<file path="config.mk">
export PLATFORM = sky130hd
export DESIGN_NAME = landing_pid_velocity_controller_unit
export DESIGN_NICKNAME = d
export VERILOG_FILES = /design/src/rtl/lpvc_pkg.sv /design/src/rtl/lpvc_div.sv /design/src/rtl/lpvc_ctrl.sv /design/src/rtl/lpvc_dp.sv /design/src/rtl/landing_pid_velocity_controller_unit.sv
export VERILOG_INCLUDE_DIRS = /design/src /design/src/rtl
export SDC_FILE = /design/constraint.sdc
export NUM_CORES = 2
export LEC_CHECK = 0
export ABC_AREA = 1
export BUFFER_PORTS_ARGS = -buffer_cell sky130_fd_sc_hd__buf_2
export CORE_UTILIZATION = 45
export CTS_CLUSTER_DIAMETER = 50
export DETAILED_ROUTE_END_ITERATION = 6
export PLACE_DENSITY = 0.57
export RECOVER_POWER = 25
export SLEW_MARGIN = 20
export SYNTH_ARGS = -nofsm -noshare
export SYNTH_HDL_FRONTEND = slang
export SYNTH_SLANG_ARGS = --single-unit
</file>
<file path="constraint.sdc">
create_clock -name clock -period 25 [get_ports clock]
set_input_delay 2.5 -clock clock [delete_from_list [all_inputs] [get_ports clock]]
set_output_delay 2.5 -clock clock [all_outputs]
set_load 0.02 [all_outputs]
</file>
<file path="src/rtl/landing_pid_velocity_controller_unit_macros.svh">
// Assertion macros shared by lpvc_ctrl.sv and lpvc_dp.sv.
`ifndef LANDING_PID_VELOCITY_CONTROLLER_UNIT_MACROS_SVH
`define LANDING_PID_VELOCITY_CONTROLLER_UNIT_MACROS_SVH

`ifndef SYNTHESIS
`define LPVC_ASSERT_IMPLY(label, clk, rst, ante, cons) \
   label: assert property (@(posedge clk) disable iff (rst) (ante) |-> (cons)) \
      else $error("lpvc: assertion failed");
`define LPVC_ASSERT_NEXT(label, clk, rst, ante, cons) \
   label: assert property (@(posedge clk) disable iff (rst) (ante) |=> (cons)) \
      else $error("lpvc: assertion failed");
`else
`define LPVC_ASSERT_IMPLY(label, clk, rst, ante, cons)
`define LPVC_ASSERT_NEXT(label, clk, rst, ante, cons)
`endif

`endif

</file>
<file path="src/rtl/lpvc_pkg.sv">
package lpvc_pkg;

   localparam int ERROR_FRAC_BITS = 16;
   localparam int MAX_IMAGE_SIZE  = 4096;

   localparam int E_W    = ERROR_FRAC_BITS + 2;   // error, Q1.F
   localparam int I_W    = ERROR_FRAC_BITS + 4;   // integral, Q3.F
   localparam int SIZE_W = 13;
   localparam int C_W    = 14;
   localparam int ALT_W  = 16;
   localparam int US_W   = 20;
   localparam int LIM_W  = 19;
   localparam int VEL_W  = 12;
   localparam int VD_W   = 9;
   localparam int D_W    = 32;
   localparam int ACC_W  = 34;

   localparam int REQ_DATA_W = 64;
   localparam int RSP_DATA_W = 40;
   localparam int CSR_IDX_W  = 2;
   localparam int CSR_DATA_W = 19;

   localparam int DIV_N_W   = 48;
   localparam int DIV_D_W   = 20;
   localparam int DIV_CNT_W = $clog2(DIV_N_W);

   localparam int EMAX = 1 << (ERROR_FRAC_BITS + 1);
   localparam int IMAX = (1 << (ERROR_FRAC_BITS + 3)) - 1;
   localparam logic [US_W-1:0]    US_PER_S = US_W'(1000000);
   localparam logic [DIV_N_W-1:0] D_SAT    = DIV_N_W'(64'd32767 << ERROR_FRAC_BITS);

   // one second = 2^6 * 15625; x / 15625 = (x * US_RECIP) >> 45, exact for x < 2^31
   localparam int          US_PRE_SH   = 6;
   localparam int          US_RECIP_SH = 45;
   localparam logic [31:0] US_RECIP    = 32'd2251799814;

   // altitude thresholds, mm
   localparam logic [ALT_W-1:0] ALT_TRACK_MIN = ALT_W'(100);
   localparam logic [ALT_W-1:0] ALT_SEARCH    = ALT_W'(800);
   localparam logic [ALT_W-1:0] ALT_MID       = ALT_W'(1500);
   localparam logic [ALT_W-1:0] ALT_HIGH_GAIN = ALT_W'(2000);
   localparam logic [ALT_W-1:0] ALT_HIGH      = ALT_W'(3000);
   localparam logic [ALT_W-1:0] ALT_LAND      = ALT_W'(150);

   // gains in thousandths, speed limits in mm/s
   localparam logic signed [11:0] KP_HIGH = 12'sd2000;
   localparam logic signed [11:0] KP_LOW  = 12'sd1500;
   localparam logic signed [9:0]  KI_HIGH = 10'sd500;
   localparam logic signed [9:0]  KI_LOW  = 10'sd300;
   localparam logic signed [9:0]  KD_HIGH = 10'sd300;
   localparam logic signed [9:0]  KD_LOW  = 10'sd200;
   localparam logic [10:0] VMAX_HIGH = 11'd2000;
   localparam logic [10:0] VMAX_LOW  = 11'd1500;

   localparam logic [VD_W-1:0] VD_TRACK_HIGH = VD_W'(400);
   localparam logic [VD_W-1:0] VD_TRACK_MID  = VD_W'(300);
   localparam logic [VD_W-1:0] VD_TRACK_LOW  = VD_W'(200);
   localparam logic [VD_W-1:0] VD_SEARCH     = VD_W'(150);
   localparam logic [VD_W-1:0] VD_DROP       = VD_W'(500);

   typedef enum logic [1:0] {
      MODE_TRACK  = 2'd0,
      MODE_SEARCH = 2'd1,
      MODE_DROP   = 2'd2
   } lpvc_mode_type;

   typedef enum logic [CSR_IDX_W-1:0] {
      CSR_IMAGE_WIDTH    = 2'd0,
      CSR_IMAGE_HEIGHT   = 2'd1,
      CSR_INTEGRAL_LIMIT = 2'd2
   } lpvc_csr_type;

   typedef enum logic [4:0] {
      OP_NONE,
      OP_LOAD,
      OP_DECIDE,
      OP_ERR_DIV,
      OP_ERR_CAP,
      OP_INT_MUL,
      OP_INT_DIV,
      OP_INT_CAP,
      OP_DER_MUL1,
      OP_DER_MUL2,
      OP_DER_DIV,
      OP_DER_CAP,
      OP_DER_ZERO,
      OP_P_TERM,
      OP_SUM,
      OP_VEL,
      OP_EMIT
   } lpvc_op_type;

   typedef enum logic [3:0] {
      S_IDLE,
      S_DECIDE,
      S_ERR_DIV,
      S_ERR_WAIT,
      S_INT_MUL,
      S_INT_DIV,
      S_INT_CAP,
      S_DER_MUL1,
      S_DER_MUL2,
      S_DER_DIV,
      S_DER_WAIT,
      S_P_TERM,
      S_SUM,
      S_VEL,
      S_EMIT
   } lpvc_state_type;

   typedef struct packed {
      lpvc_op_type op;
      logic        axis;   // 0 x/east, 1 y/north
   } lpvc_cmd_type;

   typedef struct packed {
      logic tracking;
      logic us_zero;
      logic div_done;
      logic out_free;
   } lpvc_status_type;

endpackage

</file>
<file path="src/rtl/lpvc_div.sv">
module lpvc_div (
   input  logic                          clock,
   input  logic                          reset,
   input  logic                          start,
   input  logic [lpvc_pkg::DIV_N_W-1:0]  dividend,
   input  logic [lpvc_pkg::DIV_D_W-1:0]  divisor,
   output logic                          done,
   output logic [lpvc_pkg::DIV_N_W-1:0]  quotient
);
   import lpvc_pkg::*;

   // restoring divider, one quotient bit a cycle
   logic                 busy_ff;
   logic                 done_ff;
   logic [DIV_CNT_W-1:0] cnt_ff;
   logic [DIV_D_W-1:0]   rem_ff;
   logic [DIV_D_W-1:0]   dsr_ff;
   logic [DIV_N_W-1:0]   quo_ff;
   logic [DIV_D_W:0]     shifted;
   logic [DIV_D_W:0]     diff;
   logic                 ge;

   assign shifted = {rem_ff, quo_ff[DIV_N_W-1]};
   assign ge      = shifted >= {1'b0, dsr_ff};
   assign diff    = shifted - {1'b0, dsr_ff};

   always_ff @(posedge clock) begin
      if (reset) begin
         busy_ff <= 1'b0;
         done_ff <= 1'b0;
         cnt_ff  <= '0;
      end else begin
         done_ff <= 1'b0;
         if (start) begin
            busy_ff <= 1'b1;
            cnt_ff  <= '0;
         end else if (busy_ff) begin
            cnt_ff <= cnt_ff + 1'b1;
            if (cnt_ff == DIV_CNT_W'(DIV_N_W - 1)) begin
               busy_ff <= 1'b0;
               done_ff <= 1'b1;
            end
         end
      end
   end

   always_ff @(posedge clock) begin
      if (start) begin
         quo_ff <= dividend;
         rem_ff <= '0;
         dsr_ff <= divisor;
      end else if (busy_ff) begin
         rem_ff <= ge ? diff[DIV_D_W-1:0] : shifted[DIV_D_W-1:0];
         quo_ff <= {quo_ff[DIV_N_W-2:0], ge};
      end
   end

   assign done     = done_ff;
   assign quotient = quo_ff;

endmodule

</file>
<file path="src/rtl/lpvc_ctrl.sv">
`include "landing_pid_velocity_controller_unit_macros.svh"

module lpvc_ctrl (
   input  logic                      clock,
   input  logic                      reset,
   input  logic                      req_tvalid,
   output logic                      req_tready,
   input  lpvc_pkg::lpvc_status_type status,
   output lpvc_pkg::lpvc_cmd_type    cmd
);
   import lpvc_pkg::*;

   lpvc_state_type state_ff, state_in;
   logic           axis_ff, axis_in;

   always_ff @(posedge clock) begin
      if (reset) begin
         state_ff <= S_IDLE;
         axis_ff  <= 1'b0;
      end else begin
         state_ff <= state_in;
         axis_ff  <= axis_in;
      end
   end

   always_comb begin
      state_in = state_ff;
      axis_in  = axis_ff;
      unique case (state_ff)
         S_IDLE:     if (req_tvalid) state_in = S_DECIDE;
         S_DECIDE: begin
            axis_in  = 1'b0;
            state_in = status.tracking ? S_ERR_DIV : S_EMIT;
         end
         S_ERR_DIV:  state_in = S_ERR_WAIT;
         S_ERR_WAIT: if (status.div_done) state_in = S_INT_MUL;
         S_INT_MUL:  state_in = S_INT_DIV;
         S_INT_DIV:  state_in = S_INT_CAP;
         S_INT_CAP:  state_in = S_DER_MUL1;
         S_DER_MUL1: state_in = status.us_zero ? S_P_TERM : S_DER_MUL2;
         S_DER_MUL2: state_in = S_DER_DIV;
         S_DER_DIV:  state_in = S_DER_WAIT;
         S_DER_WAIT: if (status.div_done) state_in = S_P_TERM;
         S_P_TERM:   state_in = S_SUM;
         S_SUM:      state_in = S_VEL;
         S_VEL: begin
            if (axis_ff) begin
               state_in = S_EMIT;
            end else begin
               axis_in  = 1'b1;
               state_in = S_ERR_DIV;
            end
         end
         S_EMIT:     if (status.out_free) state_in = S_IDLE;
         default:    state_in = S_IDLE;
      endcase
   end

   always_comb begin
      cmd.op     = OP_NONE;
      cmd.axis   = axis_ff;
      req_tready = 1'b0;
      unique case (state_ff)
         S_IDLE: begin
            req_tready = 1'b1;
            if (req_tvalid) cmd.op = OP_LOAD;
         end
         S_DECIDE:   cmd.op = OP_DECIDE;
         S_ERR_DIV:  cmd.op = OP_ERR_DIV;
         S_ERR_WAIT: if (status.div_done) cmd.op = OP_ERR_CAP;
         S_INT_MUL:  cmd.op = OP_INT_MUL;
         S_INT_DIV:  cmd.op = OP_INT_DIV;
         S_INT_CAP:  cmd.op = OP_INT_CAP;
         S_DER_MUL1: cmd.op = status.us_zero ? OP_DER_ZERO : OP_DER_MUL1;
         S_DER_MUL2: cmd.op = OP_DER_MUL2;
         S_DER_DIV:  cmd.op = OP_DER_DIV;
         S_DER_WAIT: if (status.div_done) cmd.op = OP_DER_CAP;
         S_P_TERM:   cmd.op = OP_P_TERM;
         S_SUM:      cmd.op = OP_SUM;
         S_VEL:      cmd.op = OP_VEL;
         S_EMIT:     if (status.out_free) cmd.op = OP_EMIT;
         default:    cmd.op = OP_NONE;
      endcase
   end

   `LPVC_ASSERT_IMPLY(a_done_in_wait, clock, reset, status.div_done,
      state_ff == S_ERR_WAIT || state_ff == S_DER_WAIT)
   `LPVC_ASSERT_NEXT(a_accept_decides, clock, reset, req_tvalid && req_tready,
      state_ff == S_DECIDE)

endmodule

</file>
<file path="src/rtl/lpvc_dp.sv">
`include "landing_pid_velocity_controller_unit_macros.svh"

module lpvc_dp (
   input  logic                            clock,
   input  logic                            reset,
   input  logic                            csr_valid,
   input  logic [lpvc_pkg::CSR_IDX_W-1:0]  csr_index,
   input  logic [lpvc_pkg::CSR_DATA_W-1:0] csr_wdata,
   input  logic [lpvc_pkg::REQ_DATA_W-1:0] req_tdata,
   input  logic                            req_tuser,
   input  lpvc_pkg::lpvc_cmd_type          cmd,
   output lpvc_pkg::lpvc_status_type       status,
   input  logic                            rsp_tready,
   output logic                            rsp_tvalid,
   output logic [lpvc_pkg::RSP_DATA_W-1:0] rsp_tdata,
   output logic [1:0]                      rsp_tuser,
   output logic                            div_start,
   output logic [lpvc_pkg::DIV_N_W-1:0]    div_dividend,
   output logic [lpvc_pkg::DIV_D_W-1:0]    div_divisor,
   input  logic [lpvc_pkg::DIV_N_W-1:0]    div_quotient,
   input  logic                            div_done
);
   import lpvc_pkg::*;

   logic [SIZE_W-1:0] cfg_w_ff, cfg_h_ff;
   logic [LIM_W-1:0]  cfg_lim_ff;

   logic              seen_ff;
   logic [C_W-1:0]    cx_ff, cy_ff;
   logic [ALT_W-1:0]  alt_ff;
   logic [US_W-1:0]   us_ff;

   logic signed [I_W-1:0]     integ_ff [2];
   logic signed [E_W-1:0]     prev_ff  [2];
   logic                      lost_ff, land_ff;
   logic signed [E_W-1:0]     e_ff;
   logic                      neg_ff;
   logic signed [DIV_N_W-1:0] prod_ff;
   logic [I_W-1:0]            iq_ff;
   logic signed [D_W-1:0]     d_ff;
   logic signed [ACC_W-1:0]   p_ff, acc_ff;
   logic signed [VEL_W-1:0]   vel_ff [2];

   logic                      rsp_tvalid_ff;
   logic [RSP_DATA_W-1:0]     rsp_tdata_ff;
   logic [1:0]                rsp_tuser_ff;

   // mode and gain schedule
   logic                  tracking, searching, high;
   logic signed [11:0]    kp;
   logic signed [9:0]     ki, kd;
   logic [10:0]           vmax;
   logic [VD_W-1:0]       vd;
   lpvc_mode_type         mode;
   logic                  ax;

   assign ax        = cmd.axis;
   assign tracking  = seen_ff && (alt_ff > ALT_TRACK_MIN);
   assign searching = !tracking && (alt_ff > ALT_SEARCH);
   assign high      = alt_ff > ALT_HIGH_GAIN;
   assign kp        = high ? KP_HIGH : KP_LOW;
   assign ki        = high ? KI_HIGH : KI_LOW;
   assign kd        = high ? KD_HIGH : KD_LOW;
   assign vmax      = high ? VMAX_HIGH : VMAX_LOW;

   always_comb begin
      if (tracking) begin
         mode = MODE_TRACK;
         if (alt_ff > ALT_HIGH)     vd = VD_TRACK_HIGH;
         else if (alt_ff > ALT_MID) vd = VD_TRACK_MID;
         else                       vd = VD_TRACK_LOW;
      end else if (searching) begin
         mode = MODE_SEARCH;
         vd   = VD_SEARCH;
      end else begin
         mode = MODE_DROP;
         vd   = VD_DROP;
      end
   end

   // normalised error numerator
   logic [SIZE_W-1:0]  size_raw, size_eff;
   logic [C_W-1:0]     two_w, c_sel, emag;
   logic signed [C_W:0] ediff;

   assign size_raw = ax ? cfg_h_ff : cfg_w_ff;
   always_comb begin
      if (size_raw < SIZE_W'(2))                   size_eff = SIZE_W'(2);
      else if (size_raw > SIZE_W'(MAX_IMAGE_SIZE)) size_eff = SIZE_W'(MAX_IMAGE_SIZE);
      else                                         size_eff = size_raw;
   end
   assign two_w = {size_eff, 1'b0};
   assign c_sel = ax ? cy_ff : cx_ff;
   assign ediff = signed'({1'b0, c_sel}) - signed'({1'b0, two_w});
   assign emag  = ediff[C_W] ? C_W'(-ediff) : ediff[C_W-1:0];

   logic [DIV_N_W-1:0] prod_mag;
   assign prod_mag = prod_ff[DIV_N_W-1] ? DIV_N_W'(-prod_ff) : DIV_N_W'(prod_ff);

   // integral step |e*us| / 1e6, below 2^37: drop 2^6, then reciprocal of 15625
   logic [30:0] int_y;
   logic [62:0] int_qfull;
   assign int_y     = prod_mag[US_PRE_SH+30:US_PRE_SH];
   assign int_qfull = 63'(int_y) * 63'(US_RECIP);

   always_comb begin
      div_start    = 1'b0;
      div_dividend = DIV_N_W'({emag, {ERROR_FRAC_BITS{1'b0}}});
      div_divisor  = DIV_D_W'(two_w);
      case (cmd.op)
         OP_ERR_DIV: div_start = 1'b1;
         OP_DER_DIV: begin
            div_start    = 1'b1;
            div_dividend = prod_mag;
            div_divisor  = us_ff;
         end
         default: ;
      endcase
   end

   // error saturation
   logic [E_W-1:0] e_pos, e_negm, e_val;
   assign e_pos  = (div_quotient > DIV_N_W'(EMAX - 1)) ? E_W'(EMAX - 1)
                                                       : div_quotient[E_W-1:0];
   assign e_negm = (div_quotient > DIV_N_W'(EMAX)) ? E_W'(EMAX) : div_quotient[E_W-1:0];
   assign e_val  = neg_ff ? (E_W'(0) - e_negm) : e_pos;

   // integral update and clamp
   logic signed [I_W:0] qi, isum, lim_s, inew;
   logic [LIM_W-1:0]    lim_u;
   assign qi    = neg_ff ? -signed'({1'b0, iq_ff})
                         :  signed'({1'b0, iq_ff});
   assign isum  = (I_W+1)'(integ_ff[ax]) + qi;
   assign lim_u = (cfg_lim_ff > LIM_W'(IMAX)) ? LIM_W'(IMAX) : cfg_lim_ff;
   assign lim_s = signed'((I_W+1)'(lim_u));
   always_comb begin
      if (isum > lim_s)       inew = lim_s;
      else if (isum < -lim_s) inew = -lim_s;
      else                    inew = isum;
   end

   // multipliers, each registered
   logic signed [E_W:0]          dlt;
   logic signed [E_W+US_W:0]     m_int;
   logic signed [E_W+10:0]       m_kd;
   logic signed [E_W+US_W+11:0]  m_us;
   logic signed [E_W+11:0]       m_kp;
   logic signed [I_W+9:0]        m_ki;
   logic signed [US_W:0]         us_s, ups_s;

   assign us_s  = signed'({1'b0, us_ff});
   assign ups_s = signed'({1'b0, US_PER_S});
   assign dlt   = (E_W+1)'(e_ff) - (E_W+1)'(prev_ff[ax]);
   assign m_int = (E_W+US_W+1)'(e_ff) * (E_W+US_W+1)'(us_s);
   assign m_kd  = (E_W+11)'(kd) * (E_W+11)'(dlt);
   assign m_us  = (E_W+US_W+12)'(signed'(prod_ff[E_W+10:0])) * (E_W+US_W+12)'(ups_s);
   assign m_kp  = (E_W+12)'(kp) * (E_W+12)'(e_ff);
   assign m_ki  = (I_W+10)'(ki) * (I_W+10)'(integ_ff[ax]);

   // derivative saturation
   logic [DIV_N_W-1:0] dmag;
   assign dmag = (div_quotient > D_SAT) ? D_SAT : div_quotient;

   // output scaling and speed limit
   logic [ACC_W-1:0]  amag, ash;
   logic [10:0]       vlim;
   assign amag = acc_ff[ACC_W-1] ? ACC_W'(-acc_ff) : ACC_W'(acc_ff);
   assign ash  = amag >> ERROR_FRAC_BITS;
   assign vlim = (ash > ACC_W'(vmax)) ? vmax : ash[10:0];

   logic                land_next;
   logic [VEL_W-1:0]    vn, ve;
   assign land_next = land_ff || (alt_ff < ALT_LAND);
   assign vn = tracking ? (VEL_W'(0) - VEL_W'(vel_ff[1])) : '0;
   assign ve = tracking ? VEL_W'(vel_ff[0]) : '0;

   // configuration
   always_ff @(posedge clock) begin
      if (reset) begin
         cfg_w_ff   <= SIZE_W'(640);
         cfg_h_ff   <= SIZE_W'(480);
         cfg_lim_ff <= LIM_W'(131072);
      end else if (csr_valid) begin
         unique case (csr_index)
            CSR_IMAGE_WIDTH:    cfg_w_ff   <= csr_wdata[SIZE_W-1:0];
            CSR_IMAGE_HEIGHT:   cfg_h_ff   <= csr_wdata[SIZE_W-1:0];
            CSR_INTEGRAL_LIMIT: cfg_lim_ff <= csr_wdata[LIM_W-1:0];
            default: ;
         endcase
      end
   end

   // loop state
   always_ff @(posedge clock) begin
      if (reset) begin
         integ_ff[0] <= '0;
         integ_ff[1] <= '0;
         prev_ff[0]  <= '0;
         prev_ff[1]  <= '0;
         lost_ff     <= 1'b0;
         land_ff     <= 1'b0;
      end else begin
         case (cmd.op)
            OP_DECIDE: begin
               if (!tracking && (!searching || !lost_ff)) begin
                  integ_ff[0] <= '0;
                  integ_ff[1] <= '0;
                  prev_ff[0]  <= '0;
                  prev_ff[1]  <= '0;
               end
            end
            OP_INT_CAP: integ_ff[ax] <= I_W'(inew);
            OP_P_TERM:  prev_ff[ax]  <= e_ff;
            OP_EMIT: begin
               land_ff <= land_next;
               if (seen_ff)        lost_ff <= 1'b0;
               else if (searching) lost_ff <= 1'b1;
            end
            default: ;
         endcase
      end
   end

   // working registers
   always_ff @(posedge clock) begin
      case (cmd.op)
         OP_LOAD: begin
            seen_ff <= req_tuser;
            cx_ff   <= req_tdata[13:0];
            cy_ff   <= req_tdata[27:14];
            alt_ff  <= req_tdata[43:28];
            us_ff   <= (req_tdata[63:44] > US_PER_S) ? US_PER_S : req_tdata[63:44];
         end
         OP_ERR_DIV:  neg_ff  <= ediff[C_W];
         OP_ERR_CAP:  e_ff    <= signed'(e_val);
         OP_INT_MUL:  prod_ff <= DIV_N_W'(m_int);
         OP_INT_DIV: begin
            neg_ff <= prod_ff[DIV_N_W-1];
            iq_ff  <= I_W'(int_qfull[62:US_RECIP_SH]);
         end
         OP_DER_MUL1: prod_ff <= DIV_N_W'(m_kd);
         OP_DER_MUL2: prod_ff <= DIV_N_W'(m_us);
         OP_DER_DIV:  neg_ff  <= prod_ff[DIV_N_W-1];
         OP_DER_CAP:  d_ff    <= neg_ff ? -signed'(D_W'(dmag)) : signed'(D_W'(dmag));
         OP_DER_ZERO: d_ff    <= '0;
         OP_P_TERM:   p_ff    <= ACC_W'(m_kp);
         OP_SUM:      acc_ff  <= p_ff + ACC_W'(m_ki) + ACC_W'(d_ff);
         OP_VEL: vel_ff[ax] <= acc_ff[ACC_W-1] ? signed'(VEL_W'(0) - VEL_W'(vlim))
                                               : signed'(VEL_W'(vlim));
         default: ;
      endcase
   end

   // result register
   always_ff @(posedge clock) begin
      if (reset) begin
         rsp_tvalid_ff <= 1'b0;
      end else if (cmd.op == OP_EMIT) begin
         rsp_tvalid_ff <= 1'b1;
      end else if (rsp_tready) begin
         rsp_tvalid_ff <= 1'b0;
      end
   end

   always_ff @(posedge clock) begin
      if (cmd.op == OP_EMIT) begin
         rsp_tdata_ff <= RSP_DATA_W'({land_next, vd, ve, vn});
         rsp_tuser_ff <= mode;
      end
   end

   assign rsp_tvalid = rsp_tvalid_ff;
   assign rsp_tdata  = rsp_tdata_ff;
   assign rsp_tuser  = rsp_tuser_ff;

   assign status.tracking = tracking;
   assign status.us_zero  = (us_ff == '0);
   assign status.div_done = div_done;
   assign status.out_free = !rsp_tvalid_ff || rsp_tready;

   `LPVC_ASSERT_IMPLY(a_track_descent, clock, reset,
      rsp_tvalid_ff && rsp_tuser_ff == MODE_TRACK,
      rsp_tdata_ff[32:24] == VD_TRACK_HIGH || rsp_tdata_ff[32:24] == VD_TRACK_MID ||
      rsp_tdata_ff[32:24] == VD_TRACK_LOW)
   `LPVC_ASSERT_IMPLY(a_idle_axes_zero, clock, reset,
      rsp_tvalid_ff && rsp_tuser_ff != MODE_TRACK,
      rsp_tdata_ff[23:0] == '0)

endmodule

</file>
<file path="src/rtl/landing_pid_velocity_controller_unit.sv">
// Landing velocity controller: one tracking word per camera frame in, one
// north/east/down velocity command word out.
// req_ channel: tuser = target seen; tdata = centre x, centre y (quarter
//   pixels), altitude (mm), elapsed time (us). csr_ channel writes frame
//   width, frame height and the integral clamp; always ready, write only
//   while the block is idle.
// A tracking frame runs up to four 48-step divisions (error and derivative
//   per axis; the derivative ones are skipped with zero elapsed time) on
//   the shared restoring divider; the one-second divide of the integral is
//   a reciprocal multiply. A searching or final drop frame goes from the
//   decide step straight to emit. One frame at a time: the next is accepted
//   the cycle after the result is registered.
// Reset clears both PID loops, the search and land flags, and restores the
//   configuration defaults (640 x 480, clamp 2.0).
// A stalled rsp_ side holds the result word; a finished frame waits in the
//   controller until the output register is free, while req_tready stays
//   low.
module landing_pid_velocity_controller_unit (
   input  logic                            clock,
   input  logic                            reset,
   input  logic                            req_tvalid,
   output logic                            req_tready,
   // [13:0] center_x_qpx, [27:14] center_y_qpx, [43:28] altitude_mm,
   // [63:44] elapsed_us
   input  logic [lpvc_pkg::REQ_DATA_W-1:0] req_tdata,
   // [0] target_seen
   input  logic                            req_tuser,
   output logic                            rsp_tvalid,
   input  logic                            rsp_tready,
   // [11:0] vel_north_mms, [23:12] vel_east_mms, [32:24] vel_down_mms,
   // [33] land_now, [39:34] zero
   output logic [lpvc_pkg::RSP_DATA_W-1:0] rsp_tdata,
   // [1:0] mode: 0 tracking, 1 searching, 2 final drop
   output logic [1:0]                      rsp_tuser,
   input  logic                            csr_valid,
   output logic                            csr_ready,
   input  logic [lpvc_pkg::CSR_IDX_W-1:0]  csr_index,
   input  logic [lpvc_pkg::CSR_DATA_W-1:0] csr_wdata
);
   import lpvc_pkg::*;

   lpvc_cmd_type        cmd;
   lpvc_status_type     status;
   logic                div_start, div_done;
   logic [DIV_N_W-1:0]  div_dividend, div_quotient;
   logic [DIV_D_W-1:0]  div_divisor;

   // registers take writes on any cycle
   assign csr_ready = 1'b1;

   lpvc_ctrl u_ctrl (
      .clock      (clock),
      .reset      (reset),
      .req_tvalid (req_tvalid),
      .req_tready (req_tready),
      .status     (status),
      .cmd        (cmd)
   );

   lpvc_dp u_dp (
      .clock        (clock),
      .reset        (reset),
      .csr_valid    (csr_valid),
      .csr_index    (csr_index),
      .csr_wdata    (csr_wdata),
      .req_tdata    (req_tdata),
      .req_tuser    (req_tuser),
      .cmd          (cmd),
      .status       (status),
      .rsp_tready   (rsp_tready),
      .rsp_tvalid   (rsp_tvalid),
      .rsp_tdata    (rsp_tdata),
      .rsp_tuser    (rsp_tuser),
      .div_start    (div_start),
      .div_dividend (div_dividend),
      .div_divisor  (div_divisor),
      .div_quotient (div_quotient),
      .div_done     (div_done)
   );

   // shared divider for error and derivative
   lpvc_div u_div (
      .clock    (clock),
      .reset    (reset),
      .start    (div_start),
      .dividend (div_dividend),
      .divisor  (div_divisor),
      .done     (div_done),
      .quotient (div_quotient)
   );

endmodule
</file>
==> impl_metrics.yaml <==
critical_path:
  required_ns: 25.44
  slowest_stage: "o21ai_0"
  cp.arrival_ns: 10.65
  cp-end-kind: "flip-flop"
  critPathLaunchType: "flip-flop"
  crit_fanout: 9
  slowest_delay_ns: 0.60
  reg2reg_from: "u_dp.prod_ff[2]"
  rrSetupSlack_ns: 14.78
  r2r_end: "u_dp.iq_ff[12]"
  cp_common_cell: "fa_1"
  crit_type: "reg -> reg"
  reg2reg_depth: 35
yosys:
  ys_seq_area_share_pct: 18.59
  avgSynthCellArea_um2: 8.699
  async_reset_ff_share_pct: 0
  synth_area_leaders: "fa_1, ha_1, edfxtp_1, inv_1, nand2_1"
  synth_xor_area_share_pct: 3.231
  synth_top_family_by_area: "adder cells"
  syn_area_um2: 80730
  synth-seq-cells: 527
  yosysTopAreaCell: "fa_1"
  synth_edf_count: 445
  yosysWarnings: 0
  synth.most_common_cell: "inv_1"
  synth_top_cell_area_share_pct: 27.65
  synthSimpleGateAreaFrac_pct: 13.40
  synth.distinct_cells: 72
  synth_compound_area_share_pct: 8.109
  netlist_instances: 9280
  synthFlopType: "edfxtp_1"
  synthAdderAreaFrac_pct: 45.07
  yosys-mux-area-fraction_pct: 0.3239
  netlist_top_cells_count: "inv_1, nand2_1, ha_1"
cells_and_area:
  regArea_um2: 15010
  fill_cells: 17210
  drive_gt1_share_pct: 4.730
  layout-area-overhead-vs-synth_pct: 7.686
  finalNetCount: 11700
  multi_input_area_um2: 56730
detailed_routing:
  dr.max_layer_used: "met5"
  drt-pass1-iter-count: 6
  ant_nets: 0
  wl_met1_um: 111900
  viasPerCell: 5.262
  drc: 0
  wire_per_inst_um: 20.75
  drt_iter0_markers: 4584
  wl_met2_um: 112400
  vias: 62030
  dr_wl_met3_um: 14010
  wirelength_um: 244600
floorplanning:
  num_rows: 155
  coreArea_um2: 178200
  start_util_pct: 45.30
  die_x_um: 425.6
  die_y_um: 425.6
  io_pins: 136
  die_area_um2: 181100
run_status:
  status: "complete, but fails checks"
  violations: "max-capacitance violations, max-slew violations"
global_route:
  grt_max_degree: 66
  grt-ovfl-total: 0
  grt_usage_pct: 27.44
  grt_pass1_vias: 63730
  antenna_found_initial: 14
  grt_pass1_wl_um: 379100
clock_tree:
  clock_latency_ns: 0.71
  cts_hold_buf: 0
  clk_pin_slew_ns: 0.06
  ctsResizeCount: 0
  cts_tree: "built"
  cts-buffers-inserted: 80
  cts_setup_buffers: 0
  clockBufferDepth: 3
  clkSinkCount: 527
  h-tree-depth: 3
  cts_root_buf: "clkbuf_16"
worst_hold_path:
  hold_depth: 2
  hold_class: "reg -> reg"
  hp-start: "u_dp.land_ff"
  whs_endpoint: "u_dp.land_ff"
run:
  drv_cap: 8
timing:
  slew_viol_final: 310
  slew-limit-headroom_pct: -125.6
  finalClockSkew_ns: 0.05490
  finalSetupViolCount: 0
  rsz0062_at_grt: "no"
  tns_ns: 0
  period_needed_ns: 10.22
  hold_viol_final: 0
  finalCritPeriodShare_pct: 40.86
  tightestPinTransition_ns: 3.384
  max_clock_freq_ghz: 0.09789
placement:
  hpwlAfterDp_um: 206200
  portBuffers: 127
  gp_congestion: 0.9537
-- logic make-up after synthesis --
family | count (synthesis)
DFF | 527
muxes | 26
AOI/OAI and AO/OA | 1167
buffers and inverters | 2396
and+or+nand+nor | 2626
other | 2
xor gates and xnor gates | 297
adders and majority gates | 2239
-- worst max path at each step --
stage                         start               to  cells after the start
finish              u_dp.prod_ff[2]   u_dp.iq_ff[12]                     35
CTS                 u_dp.prod_ff[2]   u_dp.iq_ff[12]                     35
floorplan                req_tvalid  u_dp.prod_ff[0]                      8
detailed placement  u_dp.prod_ff[2]   u_dp.iq_ff[12]                     35
global route        u_dp.prod_ff[2]   u_dp.iq_ff[12]                     35
global placement    u_dp.prod_ff[2]   u_dp.iq_ff[12]                     34
-- per-layer routing --
| metal | vias up | GRT usage, % |
|---|---|---|
| met1 | 30710 | 39.00 |
| met2 | 1702 | 44.16 |
| li1 | 29330 | - |
| met3 | 291 | 3.448 |
| met4 | 4 | 6.960 |
| met5 | - | 0 |
-- flip-flops by register name, indices dropped and copies added, names as in the netlist, 18 cells and up, named ones only --
register	flops
u_dp.prod_ff	48
u_dp.e_ff	18
u_dp.d_ff	32
u_dp.acc_ff	33
u_dp.integ_ff	40
u_dp.vel_ff	24
u_dp.p_ff	28
u_dp.iq_ff	18
u_div.rem_ff	20
u_div.quotient	48
u_dp.us_ff	20
u_dp.prev_ff	36
u_dp.rsp_tdata	32
u_dp.cfg_lim_ff	19
u_div.dsr_ff	20
-- cell type report --
| type | count | area share [%] |
|---|---|---|
| well taps | 2355 | 3.389 |
| multi-input cells | 6369 | 65.26 |
| flip-flops and latches | 527 | 17.26 |
| clock inverters | 59 | 0.8664 |
| inverters | 2177 | 9.405 |
| repair buffers | 211 | 1.465 |
| diodes | 3 | 0.008635 |
| clock buffers | 87 | 2.345 |
-- through the flow --
stage	cell area, µm²	setup WS, ns	instances	utilization (%)	hold slack, ns
6_report	86930	14.78	11790	48.78	0.4466
5_1_grt	86930	13.91	11790	48.77	0.4932
3_3_place_gp	84110	14.98	11630	47.19	0.4312
2_1_floorplan	80780	14.45	9292	-	0.4003
3_5_place_dp	84190	14.71	11640	47.24	0.4427
4_1_cts	86980	14.69	11780	48.80	0.4508
-- placed cells by master (no fill, tap or decap), types with 12 or more instances in the layout --
cell | Yosys | layout
a21boi_0 | 14 | 14
a21o_1 | 24 | 24
a21oi_1 | 458 | 458
a22oi_1 | 17 | 17
a31oi_1 | 32 | 32
buf_2 | 15 | 117
buf_4 | 12 | 71
clkbuf_1 | 149 | 24
clkbuf_16 | 0 | 80
clkinv_1 | 6 | 12
conb_1 | 2 | 14
dfxtp_1 | 82 | 81
edfxtp_1 | 445 | 445
fa_1 | 1115 | 1115
ha_1 | 1124 | 1124
inv_1 | 2161 | 2163
inv_6 | 1 | 14
mux2i_1 | 25 | 25
nand2_1 | 1386 | 1388
nand2_2 | 28 | 25
nand3_1 | 186 | 186
nand3b_1 | 12 | 12
nand4_1 | 70 | 70
nor2_1 | 765 | 760
nor2_2 | 9 | 13
nor3_1 | 71 | 70
nor4_1 | 29 | 29
o211ai_1 | 39 | 39
o21a_1 | 23 | 23
o21ai_0 | 411 | 411
o21ai_1 | 23 | 22
o221ai_1 | 24 | 24
o22ai_1 | 26 | 26
o31ai_1 | 15 | 15
or2_2 | 40 | 40
xnor2_1 | 88 | 87
xor2_1 | 208 | 205
-- critical path: cells and delay by family, from the launching register on --
kind            cells  cell delay (ns)
compound gates      4             1.31
flops               1             0.50
buf+inv             5             0.82
xor+xnor            2             0.48
fa+ha+maj          10             4.45
simple gates       14             2.38
Power is not shown: default switching activity piles up to over one toggle a cycle in this logic, so the estimate is an artifact.
